$ cat src/sv/mie_pkg.sv
// ----------------------------------------------------------------------------
// mie_pkg
// shared types and opcode constants of the integer execute core
// ----------------------------------------------------------------------------
package mie_pkg;

  localparam int unsigned XLEN       = 32;
  localparam int unsigned NUM_REGS   = 32;
  localparam int unsigned REG_AW     = 5;
  localparam int unsigned QUEUE_DEPTH = 2;
  localparam logic [REG_AW-1:0] LINK_REG = 5'd31;

  // major opcodes
  localparam logic [5:0] OP_SPECIAL = 6'h00;
  localparam logic [5:0] OP_REGIMM  = 6'h01;
  localparam logic [5:0] OP_J       = 6'h02;
  localparam logic [5:0] OP_JAL     = 6'h03;
  localparam logic [5:0] OP_BEQ     = 6'h04;
  localparam logic [5:0] OP_BNE     = 6'h05;
  localparam logic [5:0] OP_BLEZ    = 6'h06;
  localparam logic [5:0] OP_BGTZ    = 6'h07;
  localparam logic [5:0] OP_ADDI    = 6'h08;
  localparam logic [5:0] OP_ADDIU   = 6'h09;
  localparam logic [5:0] OP_SLTI    = 6'h0a;
  localparam logic [5:0] OP_SLTIU   = 6'h0b;
  localparam logic [5:0] OP_ANDI    = 6'h0c;
  localparam logic [5:0] OP_ORI     = 6'h0d;
  localparam logic [5:0] OP_XORI    = 6'h0e;
  localparam logic [5:0] OP_LUI     = 6'h0f;
  localparam logic [5:0] OP_LB      = 6'h20;
  localparam logic [5:0] OP_LH      = 6'h21;
  localparam logic [5:0] OP_LWL     = 6'h22;
  localparam logic [5:0] OP_LW      = 6'h23;
  localparam logic [5:0] OP_LBU     = 6'h24;
  localparam logic [5:0] OP_LHU     = 6'h25;
  localparam logic [5:0] OP_LWR     = 6'h26;
  localparam logic [5:0] OP_SB      = 6'h28;
  localparam logic [5:0] OP_SH      = 6'h29;
  localparam logic [5:0] OP_SWL     = 6'h2a;
  localparam logic [5:0] OP_SW      = 6'h2b;
  localparam logic [5:0] OP_SWR     = 6'h2e;
  localparam logic [5:0] OP_LL      = 6'h30;
  localparam logic [5:0] OP_LWC3    = 6'h33;
  localparam logic [5:0] OP_SC      = 6'h38;

  // special functions
  localparam logic [5:0] FN_SLL     = 6'h00;
  localparam logic [5:0] FN_SRL     = 6'h02;
  localparam logic [5:0] FN_SRA     = 6'h03;
  localparam logic [5:0] FN_SLLV    = 6'h04;
  localparam logic [5:0] FN_SRLV    = 6'h06;
  localparam logic [5:0] FN_SRAV    = 6'h07;
  localparam logic [5:0] FN_JR      = 6'h08;
  localparam logic [5:0] FN_JALR    = 6'h09;
  localparam logic [5:0] FN_SYSCALL = 6'h0c;
  localparam logic [5:0] FN_BREAK   = 6'h0d;
  localparam logic [5:0] FN_SYNC    = 6'h0f;
  localparam logic [5:0] FN_MFHI    = 6'h10;
  localparam logic [5:0] FN_MTHI    = 6'h11;
  localparam logic [5:0] FN_MFLO    = 6'h12;
  localparam logic [5:0] FN_MTLO    = 6'h13;
  localparam logic [5:0] FN_MULT    = 6'h18;
  localparam logic [5:0] FN_MULTU   = 6'h19;
  localparam logic [5:0] FN_DIV     = 6'h1a;
  localparam logic [5:0] FN_DIVU    = 6'h1b;
  localparam logic [5:0] FN_ADD     = 6'h20;
  localparam logic [5:0] FN_ADDU    = 6'h21;
  localparam logic [5:0] FN_SUB     = 6'h22;
  localparam logic [5:0] FN_SUBU    = 6'h23;
  localparam logic [5:0] FN_AND     = 6'h24;
  localparam logic [5:0] FN_OR      = 6'h25;
  localparam logic [5:0] FN_XOR     = 6'h26;
  localparam logic [5:0] FN_NOR     = 6'h27;
  localparam logic [5:0] FN_SLT     = 6'h2a;
  localparam logic [5:0] FN_SLTU    = 6'h2b;

  // regimm rt codes
  localparam logic [4:0] RT_BLTZ    = 5'h00;
  localparam logic [4:0] RT_BGEZ    = 5'h01;
  localparam logic [4:0] RT_BLTZAL  = 5'h10;
  localparam logic [4:0] RT_BGEZAL  = 5'h11;

  localparam logic [1:0] SIZE_BYTE  = 2'd0;
  localparam logic [1:0] SIZE_HALF  = 2'd1;
  localparam logic [1:0] SIZE_WORD  = 2'd2;

  // class decided by the front end
  typedef enum logic [1:0] {
    CLS_SINGLE = 2'd0,
    CLS_MUL    = 2'd1,
    CLS_DIV    = 2'd2,
    CLS_FAULT  = 2'd3
  } cls_e;

  typedef struct packed {
    logic [31:0] instruction;
    logic [31:0] pc;
    logic [31:0] load_data;
  } in_item_t;

  typedef struct packed {
    logic        reg_write_enable;
    logic [4:0]  reg_write_index;
    logic [31:0] reg_write_value;
    logic [31:0] mem_address;
    logic        mem_read;
    logic        mem_write;
    logic [1:0]  mem_write_size;
    logic [31:0] mem_write_data;
    logic [31:0] branch_target;
    logic        delay_slot;
    logic        branch_taken;
    logic        fault;
  } out_item_t;

  typedef struct packed {
    in_item_t item;
    cls_e     cls;
  } dec_item_t;

endpackage

$ cat src/sv/mie_front.sv
// ----------------------------------------------------------------------------
// mie_front
// accepts items, classifies the encoding and queues them for the back end
// ----------------------------------------------------------------------------
module mie_front #(
  parameter int unsigned Depth = mie_pkg::QUEUE_DEPTH
) (
  input  logic                clk_i,
  input  logic                rst_ni,
  input  logic                push_i,
  output logic                full_o,
  input  mie_pkg::in_item_t   item_i,
  output logic                valid_o,
  input  logic                take_i,
  output mie_pkg::dec_item_t  dec_o
);
  import mie_pkg::*;

  localparam int unsigned AW = (Depth > 1) ? $clog2(Depth) : 1;

  dec_item_t         mem_q [Depth];
  logic [AW-1:0]     wr_q, rd_q;
  logic [AW:0]       cnt_q;
  dec_item_t         dec;
  logic [5:0]        op, fn;
  logic [4:0]        rt;
  logic              do_push, do_pop;

  assign op = item_i.instruction[31:26];
  assign fn = item_i.instruction[5:0];
  assign rt = item_i.instruction[20:16];

  always_comb begin
    dec.item = item_i;
    dec.cls  = CLS_SINGLE;
    unique case (op)
      OP_SPECIAL: begin
        case (fn) inside
          FN_MULT, FN_MULTU: dec.cls = CLS_MUL;
          FN_DIV, FN_DIVU:   dec.cls = CLS_DIV;
          FN_SLL, FN_SRL, FN_SRA, FN_SLLV, FN_SRLV, FN_SRAV, FN_JR, FN_JALR,
          FN_SYSCALL, FN_BREAK, FN_SYNC, FN_MFHI, FN_MTHI, FN_MFLO, FN_MTLO,
          FN_ADD, FN_ADDU, FN_SUB, FN_SUBU, FN_AND, FN_OR, FN_XOR, FN_NOR,
          FN_SLT, FN_SLTU:   dec.cls = CLS_SINGLE;
          default:           dec.cls = CLS_FAULT;
        endcase
      end
      OP_REGIMM: begin
        case (rt) inside
          RT_BLTZ, RT_BGEZ, RT_BLTZAL, RT_BGEZAL: dec.cls = CLS_SINGLE;
          default:                                dec.cls = CLS_FAULT;
        endcase
      end
      OP_J, OP_JAL, OP_BEQ, OP_BNE, OP_BLEZ, OP_BGTZ, OP_ADDI, OP_ADDIU,
      OP_SLTI, OP_SLTIU, OP_ANDI, OP_ORI, OP_XORI, OP_LUI, OP_LB, OP_LH,
      OP_LWL, OP_LW, OP_LBU, OP_LHU, OP_LWR, OP_SB, OP_SH, OP_SWL, OP_SW,
      OP_SWR, OP_LL, OP_LWC3, OP_SC: dec.cls = CLS_SINGLE;
      default: dec.cls = CLS_FAULT;
    endcase
  end

  assign full_o  = (cnt_q == (AW+1)'(Depth));
  assign valid_o = (cnt_q != '0);
  assign do_push = push_i && !full_o;
  assign do_pop  = take_i && valid_o;
  assign dec_o   = mem_q[rd_q];

  always_ff @(posedge clk_i) begin
    if (do_push) begin
      mem_q[wr_q] <= dec;
    end
  end

  always_ff @(posedge clk_i or negedge rst_ni) begin
    if (!rst_ni) begin
      wr_q  <= '0;
      rd_q  <= '0;
      cnt_q <= '0;
    end else begin
      if (do_push) begin
        wr_q <= (wr_q == AW'(Depth - 1)) ? '0 : wr_q + 1'b1;
      end
      if (do_pop) begin
        rd_q <= (rd_q == AW'(Depth - 1)) ? '0 : rd_q + 1'b1;
      end
      cnt_q <= cnt_q + (AW+1)'(do_push) - (AW+1)'(do_pop);
    end
  end

endmodule

$ cat config.mk
export PLATFORM = sky130hd
export DESIGN_NAME = mie_front
export DESIGN_NICKNAME = d
export VERILOG_FILES = /design/src/sv/mie_pkg.sv /design/src/sv/mie_front.sv
export SDC_FILE = /design/constraint.sdc
export NUM_CORES = 1
export LEC_CHECK = 0
export BUFFER_PORTS_ARGS = -buffer_cell sky130_fd_sc_hd__buf_2
export CORE_ASPECT_RATIO = 1.1
export CORE_MARGIN = 4
export CORE_UTILIZATION = 47
export DETAILED_ROUTE_END_ITERATION = 8
export PLACE_DENSITY_LB_ADDON = 0.08
export SYNTH_ARGS = -nofsm -noshare
export SYNTH_HDL_FRONTEND = slang
export SYNTH_SLANG_ARGS = --single-unit
$ cat constraint.sdc
create_clock -name clk_i -period 5.3 [get_ports clk_i]
set_input_delay 1.06 -clock clk_i [delete_from_list [all_inputs] [get_ports clk_i]]
set_output_delay 1.06 -clock clk_i [all_outputs]
set_load 0.01 [all_outputs]
-- Word level (Yosys, flattened, before mapping)
Memories as Yosys holds them, arrays and structs flattened.
Cells that the tools add are included.
- register bits: 4
- bits in writable memories: 196
- input bits: 100
- output and inout bits: 100
- word-level logic and storage cells: 91
- memories kept: 1
- add/subtract/negate cells: 4
- equality and inequality tests: 62
- muxes and demuxes: 9
- reduce and logical (&&, ||, !) cells: 12
- memory list (memory ; depth ; bits a word ; read ports ; clocked after Yosys merged registers in ; write ports ; RTL line ; text):
    mem_q ; 2 ; 98 ; 1 ; 0 ; 1 ; mie_front.sv:21 ; dec_item_t mem_q [Depth];
- operators by type and width (cell ; count):
    == test 6 bit (second input constant) ; 25
    == test 6 x 4 -> 1 bit (second input constant) ; 13
    == test 6 x 5 -> 1 bit (second input constant) ; 8
    == test 6 x 3 -> 1 bit (second input constant) ; 7
    OR reduction 29 bit ; 1
    OR reduction 25 bit ; 1
    == test 6 x 2 -> 1 bit (second input constant) ; 4
    zero test 6 bit ; 2
    == test 5 bit (second input constant) ; 2
    two-way mux 2 bit ; 4
    == test 6 x 1 -> 1 bit (second input constant) ; 1
    case mux 2 bit (3 select lines) ; 1
    == test 5 x 1 -> 1 bit (second input constant) ; 1
    zero test 5 bit ; 1
    two-way mux 1 bit ; 4
    OR reduction 2 bit ; 2
    OR reduction 4 bit ; 1
    adder 1 bit (second input constant) ; 2
    adder 2 x 1 -> 2 bit ; 1
    == test 2 bit (second input constant) ; 1
    logical AND 1 bit ; 2
    nonzero test 2 bit ; 1
    subtractor 2 x 1 -> 2 bit ; 1
    zero test 1 bit ; 1

-- Depth between registers and ports, before layout
Gate-level depths: netlist (run 1).
- depth after elaboration: 6
- gate-level depth with buffers: 7
- mapped depth without buffers: 7

-- Worst setup path before layout (run 1)
Ideal clock, no wire load.
- path type: input-to-reg
- from: in push_i
- to: mem mem_q[0][0] in the netlist's numbering, enable pin
- arrival: 5234 ps
- setup slack: -490 ps
- cell stages on the path: 2
- path buffers: 0
- cells stage by stage: nand2_1 -> nor2_1
- cells in the longest elaborated chain, start to end: 3
- ends and longest elaborated chain (item ; RTL line ; text):
    from (decl) ; mie_front.sv:10 ; input logic push_i,
    logical AND 1 bit ; mie_front.sv:64 ; assign do_push = push_i && !full_o;
    two-way mux 1 bit ; mie_front.sv:69 ; if (do_push) begin
    two-way mux 1 bit (not written as such) ; mie_front.sv:70 ; mem_q[wr_q] <= dec;
    to (decl) ; mie_front.sv:21 ;
No other way between the ends.

==> results of run 1 <==
[path summary, 6_finish.rpt]
check                      startpoint      endpoint  cells after the start
min in group clk_i           cnt_q[1]      cnt_q[1]                      1
min                            rst_ni          rd_q                      1
max reg2reg                  cnt_q[1]  mem_q[1][68]                      3
max in group asynchronous      rst_ni          rd_q                      1
min reg2reg                  cnt_q[1]      cnt_q[1]                      1
max                              rd_q     dec_o[21]                      3
[area by class of cell]
type / instances / area (µm²)
inverter: 5 / 18.8
clock buffer: 17 / 425
sequential: 200 / 5990
timing repair buffer: 203 / 1040
multi-input combinational: 131 / 1400
fill: 1245 / 6360
tap: 200 / 250
clock inverter: 15 / 128
[critical path: cells and delay by family, from the launching register on]
kind | cells | cell delay, ns
flip-flops | 1 | 0.86
buffers and inverters | 2 | 0.65
multiplexers | 1 | 0.40
[registers in the layout, summed over array words and instances, names as in the netlist]
register / flops
cnt_q: 2
mem_q: 196
rd_q: 1
wr_q: 1
[power by group]
group          internal, mW  switching [mW]  total [mW]
sequential             2.17           0.149        2.32
clock                 0.649           0.549        1.20
combinational         0.679           0.749        1.43
total                  3.49            1.45        4.94
[cell families after synthesis]
logic type	count (synthesis)
adder cells (fa/ha/maj)	2
AND/OR/NAND/NOR	16
buffers and inverters	16
flip-flops	200
XOR/XNOR	4
AO/OA/AOI/OAI	11
multiplexers	98
[synth_stat cells]
| library cell | n |
|---|---|
| o31a_2 | 1 |
| and3_1 | 1 |
| buf_6 | 2 |
| a21oi_1 | 1 |
| o2bb2ai_1 | 1 |
| a311o_1 | 1 |
| nor3b_1 | 1 |
| a31oi_1 | 1 |
| nand3b_1 | 1 |
| o22ai_1 | 1 |
| nor4_2 | 1 |
| a31o_1 | 2 |
| or2b_1 | 1 |
| ha_1 | 2 |
| o21a_1 | 1 |
| o21ai_0 | 1 |
| mux2_2 | 88 |
| buf_2 | 9 |
| nor2_1 | 2 |
| edfxtp_1 | 196 |
| nand2b_1 | 1 |
| a221oi_2 | 1 |
| mux2_4 | 10 |
| xnor2_1 | 3 |
| or2_2 | 1 |
| nand2_1 | 4 |
| nor4b_1 | 1 |
| or2_1 | 1 |
| and2_1 | 1 |
| dfrtp_1 | 4 |
| inv_1 | 5 |
| xor2_1 | 1 |
[through the flow]
step           std cells  utilization (%)  hold WS [ns]
3_5_place_dp         739             55.7         0.481
6_report             771             59.3         0.432
5_1_grt              771             59.3         0.416
2_1_floorplan        347                -         0.460
4_1_cts              771             59.3         0.414
3_3_place_gp         739             55.7         0.478
[per-layer routing]
layer | up-vias | part of all wire [%] | track usage (%) | wire (µm)
met3 | 23 | 7.6 | 5.91 | 1070
li1 | 1796 | - | - | -
met5 | - | 0 | 0 | 0
met2 | 131 | 52 | 26.7 | 7210
met1 | 1897 | 38 | 18.7 | 5380
met4 | 0 | 2.4 | 6.76 | 330
[placed cells by master (no fill, tap or decap), types with 4 or more instances in the layout]
cell and instances:
buf_2 199, clkinvlp_4 4, mux2_4 10, mux2_2 88
nand2_1 4, edfxtp_1 196, inv_1 5, clkbuf_16 17
==> flow_metrics.py, run 1 <==
metrics = {
    "timing": {
        "setup_slack_ns": 1.89,
        "setup_viol": 0,
        "final-hold-violation-count": 0,
        "slew_headroom_pct": 29.8,
        "rsz0062_at_grt": "false",
        "fin_crit_ns": 3.41,
        "worst_pin_slew_ns": 1.05,
        "period_share_pct": 64.4,
        "final_max_slew_viol_count": 0,
        "finalSetupTns_ns": 0,
        "skew_ns": 0.00837,
        "max_freq_ghz": 0.293,
    },
    "cts": {
        "clk_latency_ns": 0.42,
        "postCtsHoldBufs": 0,
        "cts_tree": "built",
        "root_buffer": "clkbuf_16",
        "clk_path_buf_depth": 2,
        "cts_made_buffers": 17,
        "cts.sinks": 200,
        "htreeDepth": 4,
        "clk_pin_slew_ns": 0.07,
        "postCtsSetupBuffers": 0,
        "cts-resized-gates": 0,
    },
    "synthesis": {
        "syn_nets": 449,
        "synth_top_area_cell": "edfxtp_1",
        "synth_top_family_by_area": "multiplexers",
        "synth_seq_cells": 200,
        "ys_seq_area_share_pct": 80.2,
        "synth_fa_ha_area_share_pct": 0.335,
        "synth.mux.area_fraction_pct": 15.3,
        "yosys.cell_types.count": 32,
        "ys_top_cells_by_area": "edfxtp_1 79%, mux2_2 13%, mux2_4 2.0%",
        "syn_area_um2": 7460,
        "synth_top_area_share_pct": 78.9,
        "synth_compound_area_share_pct": 1.22,
        "yosys_warnings": 0,
        "avgSynthCellArea_um2": 21.5,
        "synth-xor-area-share_pct": 0.469,
        "syn_inst": 347,
        "synthSimpleGateAreaFrac_pct": 1.31,
    },
    "global_routing": {
        "track_usage_pct": 16.0,
        "grt_pass1_vias": 4154,
        "grt_start_max_net_pins": 80,
        "grt_first_pass_wirelength_mm": 21.8,
        "grt_overflow": 0,
        "antenna_found_initial": 0,
    },
    "floorplanning": {
        "die_area_um2": 18000,
        "fp.dieH_um": 140,
        "fp-row-count": 48,
        "fp.dieW_um": 128,
        "ioPinCount": 200,
        "core_um2": 15600,
        "initial_utilization_pct": 47.8,
    },
    "worst_setup_path": {
        "cp_slowest_cell": "dfrtp_4",
        "max_stage_delay_ns": 0.86,
        "critPathKind": "reg2out",
        "critPathArrivalTime_ns": 2.35,
        "start_kind": "flip-flop",
        "cp_max_fo": 44,
        "cp.required_ns": 4.24,
        "ff2ff_setup_slack_ns": 3.05,
        "crit_path_cell_trace": "buf_4 > mux2_2 > buf_2",
        "cp-end-kind": "output port",
    },
    "finish": {
        "finish.net_count": 660,
        "final_area_um2": 9250,
        "syn2layout_area_growth_pct": 24.0,
        "drive_above_1_share_pct": 59.0,
        "antenna_cells": 0,
    },
    "power": {
        "p_per_area_nw_per_um2": 534,
        "peakVddDrop_mv": 0.305,
        "power_mw": 4.94,
        "p_leak_nw": 3.47,
    },
    "hold_path": {
        "worstHoldPathType": "in2async",
    },
    "drt": {
        "dr.pass1.iters": 4,
        "drt-total-wl_mm": 14.0,
        "ant_nets": 0,
        "wl_per_cell_um": 18.1,
        "drt_iter0_markers": 240,
        "via_per_inst": 4.99,
        "vias": 3847,
        "drc_errors": 0,
    },
    "placed_design": {
        "place_hpwl_mm": 9.62,
        "gp_congestion": 0.764,
        "io_buffers": 199,
        "place_area_um2": 8700,
        "pre_cts_ws_ns": 2.31,
    },
    "run": {
        "maxCapViolCount": 0,
    },
    "run_status": {
        "status": "finished clean",
    },
}
(Power assumes the default switching activity.)
==> run 2, diff against run 1 <==
--- a/config.mk
+++ b/config.mk
@@ -8,7 +8,7 @@
 export BUFFER_PORTS_ARGS = -buffer_cell sky130_fd_sc_hd__buf_2
 export CORE_ASPECT_RATIO = 1.1
 export CORE_MARGIN = 4
-export CORE_UTILIZATION = 47
+export CORE_UTILIZATION = 50
 export DETAILED_ROUTE_END_ITERATION = 8
 export PLACE_DENSITY_LB_ADDON = 0.08
 export SYNTH_ARGS = -nofsm -noshare
==> constraint.sdc (replaced) <==
create_clock -name clk_i -period 3.5 [get_ports clk_i]
set_input_delay 0.7 -clock clk_i [delete_from_list [all_inputs] [get_ports clk_i]]
set_output_delay 0.7 -clock clk_i [all_outputs]
set_load 0.01 [all_outputs]
==> flow_metrics.py, run 2 (synthesis gave the netlist of run 1 again) <==
metrics = {
    "worst_setup_path": {
        "max_stage_delay_ns": 0.75,
        "critPathKind": "reg2out",
        "cp_slowest_cell": "dfrtp_4",
        "cp_max_fo": 47,
        "r2r_start": "cnt_q[1]",
        "cp-end-kind": "output port",
        "cp.required_ns": 2.80,
        "critPathArrivalTime_ns": 2.09,
        "start_kind": "flip-flop",
        "ff2ff_setup_slack_ns": 1.53,
        "crit_path_cell_trace": "buf_12 > mux2_2 > buf_2",
        "r2r-end": "mem_q[0][5]",
        "r2r_cells": 4,
    },
    "finish": {
        "largest_register_ffs": 196,
        "final_cell_mix": "199 x buf_2, 196 x edfxtp_1, 88 x mux2_2",
        "final_common_cell": "buf_2",
        "regMostFlops": "mem_q",
        "drive_above_1_share_pct": 59.3,
        "top_regs": "mem_q (196), cnt_q (2)",
        "finish.net_count": 662,
        "syn2layout_area_growth_pct": 26.1,
        "final_area_um2": 9410,
    },
    "timing": {
        "rsz0062_at_grt": "false",
        "final-hold-violation-count": 0,
        "skew_ns": 0.00591,
        "worst_pin_slew_ns": 0.698,
        "finalSetupTns_ns": 0,
        "fin_crit_ns": 2.79,
        "final_max_slew_viol_count": 0,
        "slew_headroom_pct": 53.5,
        "setup_viol": 0,
        "period_share_pct": 79.8,
        "max_freq_ghz": 0.358,
    },
    "global_routing": {
        "grt_first_pass_wirelength_mm": 21.2,
        "track_usage_pct": 16.5,
        "grt_pass1_vias": 4079,
        "grt_start_max_net_pins": 62,
        "grt_overflow": 0,
        "antenna_found_initial": 1,
    },
    "cts": {
        "cts-resized-gates": 0,
        "postCtsSetupBuffers": 0,
        "root_buffer": "clkbuf_16",
        "clk_path_buf_depth": 2,
        "cts.sinks": 200,
        "cts_made_buffers": 17,
        "cts_tree": "built",
        "htreeDepth": 4,
        "postCtsHoldBufs": 0,
        "clk_pin_slew_ns": 0.06,
        "clk_latency_ns": 0.42,
    },
    "power": {
        "p_leak_nw": 3.55,
        "peakVddDrop_mv": 0.443,
        "p_per_area_nw_per_um2": 840,
    },
    "drt": {
        "dr.pass1.iters": 7,
        "via_per_inst": 5.03,
        "drt_iter0_markers": 272,
        "wl_per_cell_um": 17.9,
        "drt-total-wl_mm": 13.7,
        "ant_nets": 0,
        "drc_errors": 0,
        "vias": 3845,
    },
    "floorplanning": {
        "fp.dieW_um": 124,
        "fp-row-count": 46,
        "fp.dieH_um": 136,
        "initial_utilization_pct": 51.4,
        "core_um2": 14500,
        "ioPinCount": 200,
        "die_area_um2": 16900,
    },
    "hold_path": {
        "worstHoldPathType": "in2async",
    },
    "placed_design": {
        "gp_congestion": 0.732,
        "place_hpwl_mm": 9.34,
        "place_area_um2": 8730,
        "io_buffers": 199,
    },
    "run": {
        "maxCapViolCount": 0,
    },
    "run_status": {
        "status": "finished clean",
    },
}
## run 2: worst max path at each step
stage,start,to,depth (start not counted)
finish,rd_q,dec_o[88],3
global route,rd_q,dec_o[19],3
CTS,rd_q,dec_o[69],3
detailed placement,rd_q,dec_o[69],3
global placement,rd_q,dec_o[69],3
floorplan,push_i,mem_q[1][0],1
## run 2: area by class of cell
class / count / area [µm²]
Clock buffer: 17 / 425
Sequential cell: 200 / 5990
Clock inverter: 14 / 254
Tap cell: 192 / 240
Inverter: 5 / 18.8
Antenna cell: 1 / 2.50
Multi-Input combinational cell: 131 / 1400
Fill cell: 1090 / 5090
Timing Repair Buffer: 205 / 1080
## run 2: per-stage QoR
step	total power, mW	setup WS, ns	hold slack [ns]	instances	utilization, %
2_1_floorplan	4.94	0.0235	0.404	347	-
3_3_place_gp	5.77	1.13	0.476	733	60.2
3_5_place_dp	5.81	1.12	0.481	733	60.2
4_1_cts	8.03	0.656	0.0500	764	64.9
5_1_grt	8.29	0.598	0.0451	765	64.9
6_report	7.90	0.706	0.0714	765	64.9
## run 2: report_power, final
| group | switching [mW] | internal, mW |
|---|---|---|
| logic | 1.16 | 1.06 |
| registers | 0.198 | 3.27 |
| clock network | 0.804 | 1.40 |
| total | 2.16 | 5.74 |
## run 2: layer usage
layer	up-vias	part of all wire, %	track usage, %
met5	-	0	0
met4	0	1.3	5.85
met3	14	7.8	6.95
met2	136	53	29.1
met1	1886	38	17.9
li1	1809	-	-
## run 2: worst max-delay path, delay by kind of cell (launching register included)
kind | cells | cell delay, ns
DFF | 1 | 0.75
muxes | 1 | 0.38
buffers and inverters | 2 | 0.48
